$ cat config.mk
export PLATFORM = sky130hd
export DESIGN_NAME = scpg_mod
export DESIGN_NICKNAME = d
export VERILOG_FILES = /design/src/rtl/core/scpg_pkg.sv /design/src/rtl/core/scpg_mod.sv
export SDC_FILE = /design/constraint.sdc
export NUM_CORES = 1
export LEC_CHECK = 0
export BUFFER_PORTS_ARGS = -buffer_cell sky130_fd_sc_hd__buf_2
export CORE_ASPECT_RATIO = 0.9
export CORE_MARGIN = 2
export CORE_UTILIZATION = 55
export CTS_CLUSTER_DIAMETER = 60
export DETAILED_ROUTE_END_ITERATION = 10
export PLACE_DENSITY = 0.88
export SLEW_MARGIN = 20
export SYNTH_ARGS = -nofsm -noshare
export SYNTH_HDL_FRONTEND = slang
export SYNTH_SLANG_ARGS = --single-unit
$ cat constraint.sdc
create_clock -name clk_i -period 2.7 [get_ports clk_i]
set_input_delay 0.135 -clock clk_i [delete_from_list [all_inputs] [get_ports clk_i]]
set_output_delay 0.135 -clock clk_i [all_outputs]
set_load 0.03 [all_outputs]
$ cat src/rtl/core/scpg_pkg.sv
`timescale 1ns / 1ps
`default_nettype none
// ----------------------------------------------------------------------------
// scpg_pkg: shared types and constants
// Field widths, generator constants, request codes and the sequencer state
// type for the seeded cyclic permutation generator.
// ----------------------------------------------------------------------------
package scpg_pkg;

  // Port field widths.
  localparam int SEED_W  = 31;
  localparam int INDEX_W = 11;
  localparam int ENTRY_W = 11;
  localparam int CFG_W   = 12;

  // Store depth; the index and entry widths above are sized for it.
  localparam int MAX_LEN = 2048;

  // Length register value after reset.
  localparam logic [CFG_W-1:0] LEN_RESET = 12'd2048;

  // Minstd generator: x' = x * 48271 mod (2^31 - 1).
  localparam int MUL_W     = 16;
  localparam int MUL_CNT_W = 5;
  localparam logic [MUL_W-1:0]  LCG_MULT = 16'd48271;
  localparam logic [SEED_W-1:0] LCG_MOD  = 31'h7FFF_FFFF;

  // Serial remainder: one dividend bit per cycle.
  localparam int DIV_CNT_W = 5;

  // Request codes.
  localparam logic REQ_START = 1'b0;
  localparam logic REQ_READ  = 1'b1;

  typedef enum logic [2:0] {
    ST_IDLE,
    ST_FILL,
    ST_MUL,
    ST_MOD,
    ST_RD_I,
    ST_RD_R,
    ST_WR_I,
    ST_WR_R
  } state_e;

endpackage
`default_nettype wire

$ cat src/rtl/core/scpg_mod.sv
`timescale 1ns / 1ps
`default_nettype none
// ----------------------------------------------------------------------------
// scpg_mod: bit-serial remainder
// Restoring division that shifts in one dividend bit per cycle and keeps
// only the remainder.
// ----------------------------------------------------------------------------
module scpg_mod #(
  parameter int AW = 11
) (
  input  wire logic                        clk_i,
  input  wire logic                        rst_ni,
  input  wire logic                        start_i,
  input  wire logic [scpg_pkg::SEED_W-1:0] dividend_i,
  input  wire logic [AW-1:0]               divisor_i,
  output logic      [AW-1:0]               rem_o,
  output logic                             done_o
);

  logic [scpg_pkg::SEED_W-1:0]    sr_q;
  logic [AW-1:0]                  rem_q, rem_d;
  logic [scpg_pkg::DIV_CNT_W-1:0] cnt_q;
  logic                           run_q, done_q;
  logic [AW:0]                    trial;
  logic                           last;

  always_comb begin
    trial = {rem_q, sr_q[scpg_pkg::SEED_W-1]};
    if (trial >= {1'b0, divisor_i}) begin
      rem_d = AW'(trial - {1'b0, divisor_i});
    end else begin
      rem_d = trial[AW-1:0];
    end
  end

  assign last = run_q && (cnt_q == scpg_pkg::DIV_CNT_W'(1));

  always_ff @(posedge clk_i or negedge rst_ni) begin
    if (!rst_ni) begin
      sr_q   <= '0;
      rem_q  <= '0;
      cnt_q  <= '0;
      run_q  <= 1'b0;
      done_q <= 1'b0;
    end else begin
      done_q <= last;
      if (start_i) begin
        sr_q  <= dividend_i;
        rem_q <= '0;
        cnt_q <= scpg_pkg::DIV_CNT_W'(scpg_pkg::SEED_W);
        run_q <= 1'b1;
      end else if (run_q) begin
        sr_q  <= {sr_q[scpg_pkg::SEED_W-2:0], 1'b0};
        rem_q <= rem_d;
        cnt_q <= cnt_q - scpg_pkg::DIV_CNT_W'(1);
        if (last) begin
          run_q <= 1'b0;
        end
      end
    end
  end

  assign rem_o  = rem_q;
  assign done_o = done_q;

endmodule
`default_nettype wire

==> flow_summary.yaml <==
synth:
  synth_area_um2: 2910
  synth_seq_cells: 49
  async_flop_share_pct: 100.0
  synth_edf_count: 0
  yosys_warnings: 0
  synth_common_cells: "49 x dfrtp_1, 47 x nand2_1, 38 x o21ai_0, 35 x mux2i_1, 18 x inv_1"
  synth.top_cell.area_share_pct: 42.13
  synth_nets: 361
  synth.avg_cell_area_um2: 9.637
  yosysMostFrequentCell: "dfrtp_1"
  yosys.area.top_type: "dfrtp_1"
  syn_inst: 302
  synth_top_flop_cell: "dfrtp_1"
  synth-seq-area-share_pct: 42.13
  ys_types: 49
  yosys-top-cells-area: "dfrtp_1 42%, mux2i_1 12%, o21ai_0 6.5%, nand2_1 6.1%, ha_1 5.6%"
clocking:
  cts_resized: 0
  cts-htree-levels: 2
  post-cts-setup-buffers: 0
  clkTransAtPathRegs_ns: 0.08
  cts_tree: "done"
  clock_latency_ns: 0.30
  cts-root-buf: "clkbuf_8"
  clock-sinks: 49
  clock_path_buffers: 2
  cts_inserted_buffers: 5
placed_design:
  gp_congestion: 0.9117
  io_buffers: 56
  dpl.hpwl_um: 4343
worst_setup_path:
  r2r_start: "sr_q[30]$_DFFE_PN0P_"
  cp.required_ns: 2.88
  endpoint_kind: "register"
  criticalPathCategory: "reg2reg"
  cp_max_fo: 3
  worst-r2r-cell-count: 10
  ff2ff_setup_slack_ns: 0.34
  critPathLaunchType: "register"
  worstReg2RegEnd: "rem_o[10]$_DFFE_PN0P_"
  worstPathArrival_ns: 2.54
grt:
  antenna_found_initial: 0
  grt_pass1_vias: 2191
  grt_pass1_wl_um: 9625
  grt_max_degree: 57
  grt-ovfl-total: 0
  track_usage_pct: 21.09
die:
  initial_core_util_pct: 56.05
  pin_count: 57
  row_count: 25
  coreArea_um2: 5192
  die_y_um: 73.01
  die_area_um2: 5890
  die_x_um: 80.68
route:
  first_iter_violations: 146
  viasPerCell: 5.470
  drtAntennaViolNets: 0
  drtPass1Iterations: 4
  vias: 2292
  drc: 0
  wirelength_um: 5811
  avgRoutedWirePerCell_um: 13.87
sta:
  finalSetupTns_ns: 0
  min_period_ns: 2.362
  worst-slew-pin-transition_ns: 0.7165
  hold_violations: 0
  maxSlewViolCount: 0
  skew_ns: 0.003970
  setup_viol: 0
  rsz0062_at_grt: "no"
  max-slew-margin-rel_pct: 52.24
  fin_crit_sh_pct: 87.50
  hold_slack_ns: 0.03727
  fmax_mhz: 423.3
cells_and_area:
  drive_gt1_share_pct: 21.59
  syn_to_final_growth_pct: 13.11
  fin_nets: 411
  utilization_pct: 63.40
  antennaDiodeCount: 0
  num-fill-cells: 427
pwr:
  leakage_nw: 1.822
  power_density_nw_per_um2: 707.7
  finalPower_w: 0.002330
  ir_worst_vdd_uv: 415.9
min_path:
  whs_endpoint: "sr_q[3]$_DFFE_PN0P_"
  holdPathStages: 3
  worst_hold_startpoint: "dividend_i[3]"
  min_path_type: "in2reg"
status:
  status: "complete, no violations"
flow_run:
  maxCapViolCount: 0
## power by group
group,switching [W],internal [W],total (W),leakage (nW)
combinational,0.000574,0.000406,0.000980,1.18
sequential,0.0000947,0.000830,0.000925,0.596
clock,0.000221,0.000203,0.000425,0.0443
## final cells by class
class	count	area, µm²	share of cell area (%)
Multi-Input combinational cell	218	1514	45.99
Sequential cell	49	1227	37.29
Timing Repair Buffer	60	312.8	9.502
Clock buffer	7	86.33	2.623
Tap cell	67	83.83	2.547
Inverter	18	67.56	2.052
## layer usage
| metal | share of wire (%) | GRT usage [%] |
|---|---|---|
| met1 | 45 | 27.80 |
| met2 | 49 | 34.17 |
| met5 | 0 | 0 |
| met3 | 4.4 | 4.455 |
| met4 | 2.0 | 8.475 |
## cells by family (layout without fill, tap and decap cells)
group	count (synthesis)	count (layout)	synth area share (%)
buffers and inverters	35	85	5.847
AOI/OAI and AO/OA	72	72	16.51
DFF	49	49	42.13
and+or+nand+nor	87	87	13.97
xor gates and xnor gates	9	9	2.709
adders and majority gates	14	14	6.277
muxes	36	36	12.55
## critical path: stages (launching register included)
cell	delay, ns
dfrtp_1	0.38
inv_1	0.07
ha_1	0.15
inv_1	0.05
fa_1	0.40
nand3_1	0.15
and2_1	0.18
o21ai_1	0.14
mux2i_1	0.16
o211a_1	0.24
a311o_1	0.32
## cells in the final DEF (no fill, tap or decap), types with 2 or more instances in the layout
cell | netlist | final
a211oi_1 | 5 | 5
a21o_1 | 2 | 2
a21oi_1 | 7 | 7
and2_1 | 2 | 2
and3_1 | 3 | 3
buf_2 | 0 | 56
buf_4 | 0 | 3
clkbuf_8 | 0 | 6
dfrtp_1 | 49 | 48
ha_1 | 13 | 13
inv_1 | 18 | 18
mux2i_1 | 35 | 35
nand2_1 | 47 | 47
nand2b_1 | 3 | 3
nand3_1 | 6 | 6
nand4_1 | 2 | 2
nor2_1 | 13 | 13
nor3_1 | 2 | 2
nor4_1 | 3 | 3
nor4b_1 | 2 | 2
o21ai_0 | 38 | 38
o21ai_1 | 2 | 2
xnor2_1 | 7 | 7
xor2_1 | 2 | 2
## registers in the layout, summed over array words and instances, names as in the netlist
signal  flops
rem_o      11
sr_q       31
run_q       1
done_o      1
cnt_q       5
## how the worst max path moves through the flow
stage                              start                     to  cells after the start
finish              sr_q[30]$_DFFE_PN0P_  rem_o[10]$_DFFE_PN0P_                     10
global route        rem_o[4]$_DFFE_PN0P_   rem_o[0]$_DFFE_PN0P_                      7
CTS                 sr_q[30]$_DFFE_PN0P_   rem_o[0]$_DFFE_PN0P_                     10
detailed placement  sr_q[30]$_DFFE_PN0P_   rem_o[0]$_DFFE_PN0P_                     10
global placement    sr_q[30]$_DFFE_PN0P_   rem_o[0]$_DFFE_PN0P_                     10
floorplan           rem_o[4]$_DFFE_PN0P_   rem_o[0]$_DFFE_PN0P_                      7
## metrics by stage
step | cell area, µm² | cells | setup WS (ns)
floorplan | 2910 | 302 | 0.3789
global placement | 3196 | 411 | 0.4534
detailed placement | 3196 | 411 | 0.3523
CTS | 3292 | 419 | 0.3293
global route | 3292 | 419 | 0.1928
finish | 3292 | 419 | 0.3375
## repair_timing
action                                  in CTS  in global routing
hold buffers                                 1                  0
endpoints found under the setup margin       0                  0
hold endpoints to repair                    31                  0
Note: power is estimated with default switching activity, not from simulation.
