==> config.mk <==
export PLATFORM = sky130hd
export DESIGN_NAME = scpg_lcg
export DESIGN_NICKNAME = d
export VERILOG_FILES = /design/src/rtl/core/scpg_pkg.sv /design/src/rtl/core/scpg_lcg.sv
export SDC_FILE = /design/constraint.sdc
export NUM_CORES = 1
export LEC_CHECK = 0
export ABC_AREA = 1
export BUFFER_PORTS_ARGS = -buffer_cell sky130_fd_sc_hd__buf_4
export CAP_MARGIN = 30
export CORE_MARGIN = 2
export CORE_UTILIZATION = 30
export DETAILED_ROUTE_END_ITERATION = 8
export PLACE_DENSITY = 0.52
export SLEW_MARGIN = 20
export SYNTH_ARGS = -nofsm -noshare
export SYNTH_HDL_FRONTEND = slang
export SYNTH_SLANG_ARGS = --single-unit
==> constraint.sdc <==
create_clock -name clk_i -period 4.7 [get_ports clk_i]
set_input_delay 0.235 -clock clk_i [delete_from_list [all_inputs] [get_ports clk_i]]
set_output_delay 0.235 -clock clk_i [all_outputs]
set_load 0.02 [all_outputs]
==> src/rtl/core/scpg_pkg.sv <==
`timescale 1ns / 1ps
`default_nettype none
// ----------------------------------------------------------------------------
// scpg_pkg: shared types and constants
// Field widths, generator constants, request codes and the sequencer state
// type for the seeded cyclic permutation generator.
// ----------------------------------------------------------------------------
package scpg_pkg;

  // Port field widths.
  localparam int SEED_W  = 31;
  localparam int INDEX_W = 11;
  localparam int ENTRY_W = 11;
  localparam int CFG_W   = 12;

  // Store depth; the index and entry widths above are sized for it.
  localparam int MAX_LEN = 2048;

  // Length register value after reset.
  localparam logic [CFG_W-1:0] LEN_RESET = 12'd2048;

  // Minstd generator: x' = x * 48271 mod (2^31 - 1).
  localparam int MUL_W     = 16;
  localparam int MUL_CNT_W = 5;
  localparam logic [MUL_W-1:0]  LCG_MULT = 16'd48271;
  localparam logic [SEED_W-1:0] LCG_MOD  = 31'h7FFF_FFFF;

  // Serial remainder: one dividend bit per cycle.
  localparam int DIV_CNT_W = 5;

  // Request codes.
  localparam logic REQ_START = 1'b0;
  localparam logic REQ_READ  = 1'b1;

  typedef enum logic [2:0] {
    ST_IDLE,
    ST_FILL,
    ST_MUL,
    ST_MOD,
    ST_RD_I,
    ST_RD_R,
    ST_WR_I,
    ST_WR_R
  } state_e;

endpackage
`default_nettype wire

==> src/rtl/core/scpg_lcg.sv <==
`timescale 1ns / 1ps
`default_nettype none
// ----------------------------------------------------------------------------
// scpg_lcg: bit-serial minstd generator
// Holds the generator value and advances it by a modular multiply that
// consumes one multiplier bit per cycle, MSB first.
// ----------------------------------------------------------------------------
module scpg_lcg (
  input  wire logic                       clk_i,
  input  wire logic                       rst_ni,
  input  wire logic                       load_i,
  input  wire logic [scpg_pkg::SEED_W-1:0] seed_i,
  input  wire logic                       step_i,
  output logic      [scpg_pkg::SEED_W-1:0] value_o,
  output logic                            done_o
);

  logic [scpg_pkg::SEED_W-1:0]    val_q, acc_q, acc_d;
  logic [scpg_pkg::MUL_W-1:0]     sr_q;
  logic [scpg_pkg::MUL_CNT_W-1:0] cnt_q;
  logic                           run_q, done_q;
  logic [scpg_pkg::SEED_W-1:0]    rot, addend;
  logic [scpg_pkg::SEED_W:0]      sum;
  logic                           last;

  // Doubling mod 2^31-1 is a rotate; then add the operand if the bit is set.
  always_comb begin
    rot    = {acc_q[scpg_pkg::SEED_W-2:0], acc_q[scpg_pkg::SEED_W-1]};
    addend = sr_q[scpg_pkg::MUL_W-1] ? val_q : '0;
    sum    = {1'b0, rot} + {1'b0, addend};
    if (sum >= {1'b0, scpg_pkg::LCG_MOD}) begin
      acc_d = scpg_pkg::SEED_W'(sum - {1'b0, scpg_pkg::LCG_MOD});
    end else begin
      acc_d = sum[scpg_pkg::SEED_W-1:0];
    end
  end

  assign last = run_q && (cnt_q == scpg_pkg::MUL_CNT_W'(1));

  always_ff @(posedge clk_i or negedge rst_ni) begin
    if (!rst_ni) begin
      val_q  <= '0;
      acc_q  <= '0;
      sr_q   <= '0;
      cnt_q  <= '0;
      run_q  <= 1'b0;
      done_q <= 1'b0;
    end else begin
      done_q <= last;
      if (load_i) begin
        val_q <= seed_i;
      end else if (step_i) begin
        acc_q <= '0;
        sr_q  <= scpg_pkg::LCG_MULT;
        cnt_q <= scpg_pkg::MUL_CNT_W'(scpg_pkg::MUL_W);
        run_q <= 1'b1;
      end else if (run_q) begin
        acc_q <= acc_d;
        sr_q  <= {sr_q[scpg_pkg::MUL_W-2:0], 1'b0};
        cnt_q <= cnt_q - scpg_pkg::MUL_CNT_W'(1);
        if (last) begin
          val_q <= acc_d;
          run_q <= 1'b0;
        end
      end
    end
  end

  assign value_o = val_q;
  assign done_o  = done_q;

endmodule
`default_nettype wire

==> metrics.md, run 1 <==
| Metric | Value |
|---|---|
| Status | complete, no violations |
| Final Wtd Congestion | 0.915 |
| Initial Utilization | 0.303 |
| Initial DRC Count | roughly 500 |
| Routed WL | 24.8 mm |
| HPWL Detailed | between 20 and 25 mm |
| Register area share after synthesis | 0.281 |
| Cts bufs inserted | 9 |
| Total grt overflow | 0 |
| Clock transition at path regs | approximately 0.080 ns |
| P_sw | roughly 1.8 mW |
| N_diodes | 0 |
| Required @ worst endpoint | about 5 ns |
| CP endpoint kind | flip-flop |
| Hold-fix buffer count after cts | 1 |
| Final Hold Fails | 0 |
| Initial antenna violation count | 0 |
| Switching Share | 0.489 |
| HP Class | in2reg |
| Crit Path Max Fanout | 38 |
| Combinational fraction of design power | 0.519 |
| Power consumption | around 3.6 mW |
| Syn Area/Cell | ~5.9 um2 |
| Asr flop ratio synth | 1.00 |
| # fillers | approximately 2,900 |
| Nets | around 1,400 |
| Drt pass-1 iters | 5 |
| Post-Syn Area | 7560 um2 |
| Slew @ Worst Pin | approximately 0.88 ns |
| Critical Path Source Type | flip-flop |
| Total Neg Setup Slack | 0 ns |
| CTS resizes | 0 |
| Clk root buf | clkbuf_16 |
| Finished Layout Cells | 1,674 |
| CTS tree | yes |
| Post-CTS Setup Repair Bufs | 0 |
| Die Span X | 163 um |
| Global-route wire length before repair | approximately 40 mm |
| Final min period | roughly 4.2 ns |
| Share of cells above drive strength 1 | 0.0952 |
| Clock Skews | between 0.01 and 0.015 ns |
| Crit path kind | reg2reg |
| # DRC | 0 |
| Library cells used by synthesis | 35 |
| Post-Syn Nets | around 1,300 |
| Max-slew violation count | 0 |
| Reg power frac | 0.275 |
| Area growth from synthesis to layout | 15.7% |
| H-tree Lvls | 3 |
| Post-synthesis cell count | 1,278 |
| GRT Total Usage | 0.192 |
| Placed cell count | about 1,700 |
| Via density | between 4 and 5 |
| WP data arrival | 4.52 ns |
| Post-route ant nets | 0 |
| Power Density | approximately 410 nW/um2 |
| Endpoints failing setup | 0 |
| Int Power | ~1.8 mW |
| RSZ-0062 raised after global routing | no |
| Clk_lat worst skew | approximately 0.36 ns |
| Die H | approximately 160 um |
| Period utilisation layout | 0.898 |
| Port Buffer Count | 66 |
| Flop-to-flop setup slack | roughly 0.48 ns |
| # rows | 58 |
| Die area | roughly 26,000 um2 |
| Vias | approximately 7,900 |
| Avg WL per Cell | approximately 15 um |
| Vias in the first global route | between 7,000 and 8,000 |
| Register bit total from synthesis | 85 |
| Top FF cell, synth | dfrtp_1 |
| Synth warn | 0 |
| Io pins | 67 |
| Max-cap violations | 0 |
| Leak pwr | between 4 and 5 nW |
| Max Clk Rate | approximately 240 MHz |
| Sink Count | between 80 and 90 |
| Final core utilization | 0.350 |
| Slew HR | 0.412 |
| Core ar. | between 20,000 and 25,000 um2 |
| Worst IR drop on VDD | between 0.15 and 0.2 mV |
| Largest net degree at the start of global routing | 46 |
| Post-synth EDFFs | 0 |
| Clock Power Share | 0.206 |
| Clk buf depth | 2 |
critical path, stage by stage (launching register included):
cell	delay (ns)
dfrtp_1	0.54
buf_4	0.31
nand2_1	0.09
inv_1	0.04
ha_1	0.40
nand2_1	0.16
nor2_2	0.23
inv_2	0.05
nor2_2	0.16
nand3_1	0.15
nand3_1	0.11
nand2_1	0.05
nand2_1	0.25
nand2_1	0.14
nor2_2	0.19
nand3_2	0.14
o21ai_4	0.40
buf_12	0.26
nand2_1	0.07
o21ai_1	0.22
nand2_1	0.10
nand2_1	0.07
cell usage in the layout, fill, tap and decap left out, types with 4 or more instances in the layout:
cell,instances
a22oi_1,30
nand4_1,24
a21oi_1,27
nand3_1,88
ha_1,34
o21ai_0,14
nand2_1,554
nor2_2,16
nand3b_1,6
nor3_1,11
xnor2_1,4
clkbuf_16,9
inv_2,9
nor2_1,78
dfrtp_1,85
and2_1,4
inv_1,213
o22ai_1,5
buf_4,74
clkinv_1,6
o21ai_1,11
xor2_1,10
synth_stat cells, types with 5 or more instances:
library cell    n  area share
nand2_1       554        0.28
nor2_2         14       0.012
ha_1           34       0.056
inv_2           9      0.0045
clkbuf_1       21       0.010
a21oi_1        27       0.018
dfrtp_1        85        0.28
a22oi_1        30       0.030
xor2_1         10       0.012
nand4_1        24       0.020
o22ai_1         5      0.0041
o21ai_1        11      0.0073
buf_6           5      0.0074
clkinv_1        6      0.0030
o21ai_0        15      0.0099
nor3_1         11      0.0073
nor2_1         81       0.040
nand3_1        88       0.058
nand3b_1        6      0.0060
inv_1         213        0.11
power by group through the flow:
stage	logic (mW)	registers (mW)	clock network [mW]
2_1_floorplan	1.24	1.01	0
3_3_place_gp	1.85	1.01	0
3_5_place_dp	1.85	1.01	0
4_1_cts	1.86	0.995	0.767
5_1_grt	2.10	1.01	0.788
6_report	1.87	0.994	0.744
final cells by class:
type | instances | area (um2) | share of cell area
tap | 330 | 413 | 0.0472
inverter | 228 | 856 | 0.0978
clock inverter | 7 | 81.3 | 0.00930
sequential | 85 | 2130 | 0.243
multi-input combinational | 939 | 4460 | 0.510
clock buffer | 9 | 225 | 0.0257
timing repair buffer | 76 | 586 | 0.0669
metrics by stage:
step	setup WS [ns]	area (um2)	hold slack, ns
CTS	0.490	8750	0.102
global placement	0.584	8430	0.283
detailed placement	0.520	8430	0.273
global route	0.128	8750	0.120
finish	0.479	8750	0.113
floorplan	1.37	7560	-0.0606
sequential cells by signal, summed over array words and instances (netlist names):
name / cells
value_o: 31
done_o: 1
run_q: 1
acc_q: 31
sr_q: 16
cnt_q: 5
cells by family after synthesis:
| group | count (synthesis) | synth area share |
|---|---|---|
| AND/OR/NAND/NOR | 790 | 0.429 |
| buffers and inverters | 254 | 0.131 |
| AO/OA/AOI/OAI | 100 | 0.0839 |
| flip-flops | 85 | 0.281 |
| adder cells (fa/ha/maj) | 35 | 0.0589 |
| XOR/XNOR | 14 | 0.0162 |
routing by layer:
layer	share of wire	GRT usage
met1	0.50	0.282
met2	0.44	0.301
met3	0.041	0.0186
met4	0.020	0.0523
met5	0	0
worst paths after layout:
check                           startpoint           to  cells past startpoint
worst max-delay path              sr_q[15]   value_o[9]                     21
max in group asynchronous           rst_ni  value_o[15]                      3
worst min-delay path            seed_i[10]  value_o[10]                      3
worst min register to register     sr_q[0]      sr_q[0]                      2
min in group asynchronous           rst_ni    acc_q[22]                      2
worst max register to register    sr_q[15]   value_o[9]                     21
Note: power is estimated with default switching activity, not from simulation.
==> run 2, diff against run 1 <==
--- a/config.mk
+++ b/config.mk
@@ -12,6 +12,7 @@
 export CORE_UTILIZATION = 30
 export DETAILED_ROUTE_END_ITERATION = 8
 export PLACE_DENSITY = 0.52
+export REMOVE_ABC_BUFFERS = 1
 export SLEW_MARGIN = 20
 export SYNTH_ARGS = -nofsm -noshare
 export SYNTH_HDL_FRONTEND = slang
==> constraint.sdc (replaced) <==
create_clock -name clk_i -period 5.4 [get_ports clk_i]
set_input_delay 0 -clock clk_i [delete_from_list [all_inputs] [get_ports clk_i]]
set_output_delay 0 -clock clk_i [all_outputs]
set_load 0.02 [all_outputs]
==> metrics.md, run 2 (synthesis results as in run 1) <==
| Metric | Value |
|---|---|
| Status | complete, no violations |
| Leak pwr | 5.08 nW (+2.8%) |
| Power consumption | 3.21 mW (-11%) |
| Placed cell count | 1,657 (unchanged) |
| Critical Path Source Type | flip-flop |
| Slew HR | 0.427 (+0.0142) |
| Vias in the first global route | 7,551 (+2.2%) |
| Crit path kind | reg2reg |
| Finished Layout Cells | 1,706 (+1.9%) |
| Die area | 26,500 um2 (unchanged) |
| Switching Share | 0.492 (+0.00354) |
| Clock Power Share | 0.209 (+0.003) |
| Max-cap violations | 0 (unchanged) |
| Final Worst Setup Slack | 0.809 ns (+0.330 ns) |
| Min Hold Slack | 0.107 ns (-0.00650 ns) |
| Routed WL | 26.6 mm (+7.4%) |
| Clock Skews | 0.0189 ns (+0.00786 ns) |
| Global-route wire length before repair | 41.5 mm (+4.9%) |
| Crit Path Max Fanout | 29 (-24%) |
| Final std cell area, no fill | 9080 um2 (+3.8%) |
| Max Clk Rate | 218 MHz (-8.1%) |
| Max-slew violation count | 0 (unchanged) |
| CTS tree | yes |
| Avg WL per Cell | 15.6 um (+5.4%) |
| Drt pass-1 iters | 5 (unchanged) |
| # rows | 58 (unchanged) |
| Die Span X | 163 um (unchanged) |
| Sink Count | 85 (unchanged) |
| CP endpoint kind | flip-flop |
| Total grt overflow | 0 (unchanged) |
| Share of cells above drive strength 1 | 0.0938 (-0.00149) |
| Clk buf depth | 2 (unchanged) |
| # fillers | 2,820 (-1.9%) |
| Cts bufs inserted | 9 (unchanged) |
| Clk_lat worst skew | 0.37 ns (about the same) |
| Die H | 163 um (unchanged) |
| # DRC | 0 (unchanged) |
| RSZ-0062 raised after global routing | no |
| Core ar. | 25,000 um2 (unchanged) |
| Worst IR drop on VDD | 0.134 mV (-29%) |
| CP Buf/Inv Count | 4 (unchanged) |
| Final core utilization | 0.364 (+0.0132) |
| Via density | 4.72 (-0.23%) |
| Area growth from synthesis to layout | 20.1% |
| Placed Instance Area | 8420 um2 (-0.15%) |
| Most frequent cells in the layout | 554 x nand2_1, 213 x inv_1, 88 x nand3_1 |
| CTS resizes | 0 (unchanged) |
| P_sw | 1.58 mW (-11%) |
| N_diodes | 0 (unchanged) |
| Period utilisation layout | 0.850 (-0.0479) |
| GRT Total Usage | 0.205 (+0.0128) |
| FF/Latch Area | 2130 um2 (unchanged) |
| H-tree Lvls | 3 (unchanged) |
| Final min period | 4.59 ns (+0.370 ns) |
| Slew @ Worst Pin | 0.857 ns (-0.0224 ns) |
| CP cell instances | buf_4 -> nand2_1 -> inv_1 -> ha_1 -> nand2_1 -> inv_1 -> nand2_1 -> nor2_2 -> nand3_1 -> nand3_1 -> nand2_1 -> nand2_1 -> nand2_1 -> nor2_2 -> nand3_2 -> o21ai_4 -> buf_4 -> nand3_1 -> nand2_1 -> nand2_1 -> nand2_1 |
| Most used cell, CP | nand2_1 |
| Reg power frac | 0.272 (-0.003) |
| CP peak stage delay | 0.77 ns (+0.23 ns) |
| HP Class | in2reg |
| WP data arrival | 4.90 ns (+0.38 ns) |
| Int Power | 1.63 mW (-12%) |
| Port Buffer Count | 66 (unchanged) |
| Initial antenna violation count | 0 (unchanged) |
| Total Neg Setup Slack | 0 ns (unchanged) |
| Io pins | 67 (unchanged) |
| Setup WS pre-CTS | 0.864 ns (+0.344 ns) |
| Largest net degree at the start of global routing | 50 (+8.7%) |
| Vias | 8,050 (+1.7%) |
| Most common cell after layout, fill and taps aside | nand2_1 |
| Endpoints failing setup | 0 (unchanged) |
| Nets | 1,441 (+2.3%) |
| Multi-input gate area in the final layout | 4460 um2 (unchanged) |
| Power Density | 353 nW/um2 (-14%) |
| Combinational fraction of design power | 0.519 (about the same) |
| CP delay by family, top | simple AND/OR/NAND/NOR gates |
| CP max-delay cell | dfrtp_1 |
| HPWL Detailed | 20.9 mm (+3.6%) |
| Final Hold Fails | 0 (unchanged) |
| Post-route ant nets | 0 (unchanged) |
| Initial Utilization | 0.303 (unchanged) |
| Final Wtd Congestion | 0.957 (+4.6%) |
| Clk root buf | clkbuf_16 |
| Clock transition at path regs | 0.08 ns (about the same) |
| Required @ worst endpoint | 5.70 ns (+0.70 ns) |
| Initial DRC Count | 716 (+45%) |
==> run 2: changes by cell type in the layout (fill, tap and decap cells not counted) <==
cell           change
inv_8              -1
buf_12             -1
buf_16             +1
buf_4              +1
clkinv_8           +1
dlygate4sd3_1     +31
==> run 2: power groups by stage <==
stage	logic (mW)	registers, mW	clock network (mW)
2_1_floorplan	1.06	0.888	0
3_3_place_gp	1.62	0.882	0
3_5_place_dp	1.62	0.881	0
4_1_cts	1.65	0.870	0.693
5_1_grt	1.85	0.888	0.716
6_report	1.66	0.871	0.670
==> run 2: layout make-up <==
type,instances,area share
flip-flops and latches,85,0.234
multi-input cells,939,0.491
inverters,228,0.0943
clock inverters,7,0.00951
clock buffers,9,0.0248
well taps,330,0.0455
repair buffers,108,0.100
==> run 2: routing by layer <==
layer  track usage  vias up  routed length, um
li1              -     4138                  -
met1         0.304     3709              13500
met2         0.322      182              11700
met3        0.0219       21               1070
met4        0.0438        0                314
met5             0        -                  0
==> run 2: final timing paths <==
check,startpoint,end,slack (ns),depth (start not counted)
min reg2reg,sr_q[0],sr_q[0],0.48,2
min in group asynchronous,rst_ni,value_o[25],0.15,2
max,sr_q[15],acc_q[5],0.81,21
max reg2reg,sr_q[15],acc_q[5],0.81,21
min,load_i,value_o[23],0.11,3
max in group asynchronous,rst_ni,acc_q[13],4.19,3
==> run 2: worst reg2reg max path: stages, from the launching register on <==
cell,delay (ns)
dfrtp_1,0.77
buf_4,0.39
nand2_1,0.08
inv_1,0.06
ha_1,0.28
nand2_1,0.15
inv_1,0.10
nand2_1,0.08
nor2_2,0.22
nand3_1,0.18
nand3_1,0.12
nand2_1,0.05
nand2_1,0.27
nand2_1,0.15
nor2_2,0.18
nand3_2,0.13
o21ai_4,0.61
buf_4,0.32
nand3_1,0.09
nand2_1,0.14
nand2_1,0.07
nand2_1,0.06
==> run 2: timing repair <==
| item | 4_1_cts | 5_1_grt |
|---|---|---|
| endpoints found under the setup margin | 0 | 0 |
| endpoints found under the hold margin | 67 | 0 |
| hold buffers | 32 | 0 |
| setup buffers | 0 | 0 |
==> run 3, diff against run 2 <==
--- a/config.mk
+++ b/config.mk
@@ -5,13 +5,12 @@
 export SDC_FILE = /design/constraint.sdc
 export NUM_CORES = 1
 export LEC_CHECK = 0
-export ABC_AREA = 1
 export BUFFER_PORTS_ARGS = -buffer_cell sky130_fd_sc_hd__buf_4
 export CAP_MARGIN = 30
 export CORE_MARGIN = 2
-export CORE_UTILIZATION = 30
+export CORE_UTILIZATION = 50
 export DETAILED_ROUTE_END_ITERATION = 8
-export PLACE_DENSITY = 0.52
+export PLACE_DENSITY = 0.7
 export REMOVE_ABC_BUFFERS = 1
 export SLEW_MARGIN = 20
 export SYNTH_ARGS = -nofsm -noshare
==> metrics.md, run 3 <==
| Metric | Value |
|---|---|
| Top FF cell, synth | dfrtp_1 |
| Total Neg Setup Slack | 0 ns (unchanged) |
| Nets | 876 (-39%) |
| Vias | 5,938 (-26%) |
| Largest net degree at the start of global routing | 47 (-6.0%) |
| FF/Latch Area | 2130 um2 (unchanged) |
| Clk buf depth | 2 (unchanged) |
| Slew @ Worst Pin | 0.891 ns (+0.0343 ns) |
| Sink Count | 85 (unchanged) |
| Die Span X | 115 um (-29%) |
| Post-synthesis cell count | 719 (-44%) |
| Max-cap violations | 0 (unchanged) |
| Slew HR | 0.406 (-0.0208) |
| Area growth from synthesis to layout | 21.2% |
| GRT Total Usage | 0.291 (+0.0854) |
| RSZ-0062 raised after global routing | no |
| Syn Area/Cell | 8.57 um2 (+45%) |
| Post-synth EDFFs | 0 (unchanged) |
| Min Hold Slack | 0.0840 ns (-0.0227 ns) |
| CTS tree | yes |
| WP data arrival | 5.17 ns (+0.27 ns) |
| Crit path kind | reg2reg |
| CP peak stage delay | 0.54 ns (-0.23 ns) |
| Clk_lat worst skew | 0.36 ns (about the same) |
| Cts bufs inserted | 9 (unchanged) |
| Most common cell after layout, fill and taps aside | nand2_1 |
| Clock transition at path regs | 0.07 ns (about the same) |
| Avg WL per Cell | 19.4 um (+24%) |
| H-tree Lvls | 3 (unchanged) |
| Crit Path Max Fanout | 15 (-48%) |
| # fillers | 1,065 (-62%) |
| Synth area leaders | dfrtp_1 35%, ha_1 6.9%, nand2_1 5.9% |
| Most frequent cells in the layout | 97 x nand2_1, 85 x dfrtp_1, 81 x buf_4 |
| Endpoints failing setup | 0 (unchanged) |
| Library cells used by synthesis | 66 (+89%) |
| Multi-input gate area in the final layout | 3860 um2 (-13%) |
| Status | complete, no violations |
| Port Buffer Count | 66 (unchanged) |
| Initial DRC Count | 369 (-48%) |
| N_diodes | 0 (unchanged) |
| Register area share after synthesis | 0.345 (+0.0638) |
| Setup WS pre-CTS | 0.548 ns (-0.315 ns) |
| Max Clk Rate | 202 MHz (-7.1%) |
| Post-route ant nets | 0 (unchanged) |
| Post-Syn Area | 6160 um2 (-18%) |
| Final Worst Setup Slack | 0.458 ns (-0.351 ns) |
| Leak pwr | 3.36 nW (-34%) |
| Die H | 115 um (-29%) |
| Synth warn | 0 (unchanged) |
| Drt pass-1 iters | 5 (unchanged) |
| # DRC | 0 (unchanged) |
| CP endpoint kind | flip-flop |
| Min-delay src | step_i |
| CP max-delay cell | or4b_4 |
| Final Hold Fails | 0 (unchanged) |
| Commonest cells post-synth | 97 x nand2_1, 85 x dfrtp_1, 50 x o21ai_0 |
| # rows | 40 (-31%) |
| Power consumption | 2.48 mW (-23%) |
| Max-slew violation count | 0 (unchanged) |
| Asr flop ratio synth | 1.00 (unchanged) |
| CTS resizes | 0 (unchanged) |
| Final min period | 4.94 ns (+0.351 ns) |
| Required @ worst endpoint | 5.63 ns (-0.07 ns) |
| Share of cells above drive strength 1 | 0.147 (+0.0530) |
| Power Density | 332 nW/um2 (-6.0%) |
| Final Wtd Congestion | 0.932 (-2.6%) |
| Critical Path Source Type | flip-flop |
| Leading area contributor after synthesis | dfrtp_1 |
| Die area | 13,200 um2 (-50%) |
| Critical Path Start | sr_q[15] |
| Clk root buf | clkbuf_16 |
| Top cell type's share of synthesized area | 0.345 (+0.0638) |
| Final std cell area, no fill | 7470 um2 (-18%) |
| Worst IR drop on VDD | 0.220 mV (+64%) |
| Most numerous cell in the Yosys netlist | nand2_1 |
| Register bit total from synthesis | 85 (unchanged) |
| HP Class | in2reg |
| Routed WL | 18.6 mm (-30%) |
| Initial antenna violation count | 0 (unchanged) |
| Core ar. | 12,000 um2 (-52%) |
| Clock Skews | 0.0104 ns (-0.00852 ns) |
| Io pins | 67 (unchanged) |
| Initial Utilization | 0.513 (+0.210) |
| Period utilisation layout | 0.915 (+0.0650) |
| Vias in the first global route | 5,900 (-22%) |
| Most used cell, CP | buf_4 |
| Global-route wire length before repair | 29.9 mm (-28%) |
| Placed Instance Area | 6820 um2 (-19%) |
| HPWL Detailed | 13.2 mm (-37%) |
| Via density | 6.20 (+31%) |
| Total grt overflow | 0 (unchanged) |
| Worst R2R Start | sr_q[15] |
| CP cell instances | buf_4 -> and2_1 -> fa_1 -> a21o_1 -> a221o_2 -> a211oi_1 -> xor2_1 -> or3b_2 -> or4b_4 -> nor4_4 -> a31o_2 -> buf_4 -> nand2_1 -> xnor2_1 -> o21ai_0 |
==> run 3: cell types whose count changed after synthesis, moves of 17 or more <==
cell     before  now
nand3_1      88   24
inv_1       213    5
nand2_1     554   97
o21ai_0      15   50
xnor2_1       4   24
xor2_1       10   27
nor2_1       81   32
a21o_1        1   21
and2_1        4   34
==> run 3: critical path: cells and delay by family (launching register included) <==
family	cells	cell delay, ns
adder cells (fa/ha/maj)	1	0.44
XOR/XNOR	2	0.53
buffers and inverters	2	0.37
flip-flops	1	0.40
AO/OA/AOI/OAI	5	1.39
AND/OR/NAND/NOR	5	1.68
==> run 3: area by class of cell <==
cell class	instances	area share
timing repair buffer	115	0.130
clock inverter	6	0.0102
inverter	5	0.00251
sequential	85	0.285
clock buffer	10	0.0320
tap	147	0.0246
multi-input combinational	590	0.516
==> run 3: final timing paths <==
| kind | endpoint | slack, ns | cells after the start |
|---|---|---|---|
| max in group asynchronous | sr_q[7] | 4.24 | 3 |
| min in group asynchronous | value_o[18] | 0.15 | 2 |
| setup reg to reg | value_o[6] | 0.46 | 15 |
| hold reg to reg | sr_q[0] | 0.49 | 2 |
| setup / recovery | value_o[6] | 0.46 | 15 |
| hold / removal | cnt_q[3] | 0.08 | 4 |
==> run 3: stage by stage <==
stage,instances,util
6_report,958,0.622
5_1_grt,958,0.622
3_5_place_dp,908,0.568
4_1_cts,956,0.620
2_1_floorplan,680,-
3_3_place_gp,906,0.565
==> run 3: metal layers <==
layer	GRT usage	wire, um
met2	0.480	8950
met1	0.379	8090
met4	0.133	590
met5	0	0
met3	0.0401	964
==> run 3: repair_timing <==
action | CTS | global route
setup buffers | 0 | 0
hold endpoints to repair | 70 | 0
hold buffers | 32 | 0
==> run 3: power by group <==
group          switching [mW]  internal (mW)
clock                   0.298          0.381
combinational           0.604          0.386
sequential             0.0759          0.736
==> run 3: cells by family after synthesis <==
kind of cell	count (synthesis)	synth area share
simple gates	273	0.234
buf+inv	44	0.0298
xor+xnor	51	0.0725
flops	85	0.345
compound gates	227	0.240
fa+ha+maj	35	0.0723
mux	4	0.00670
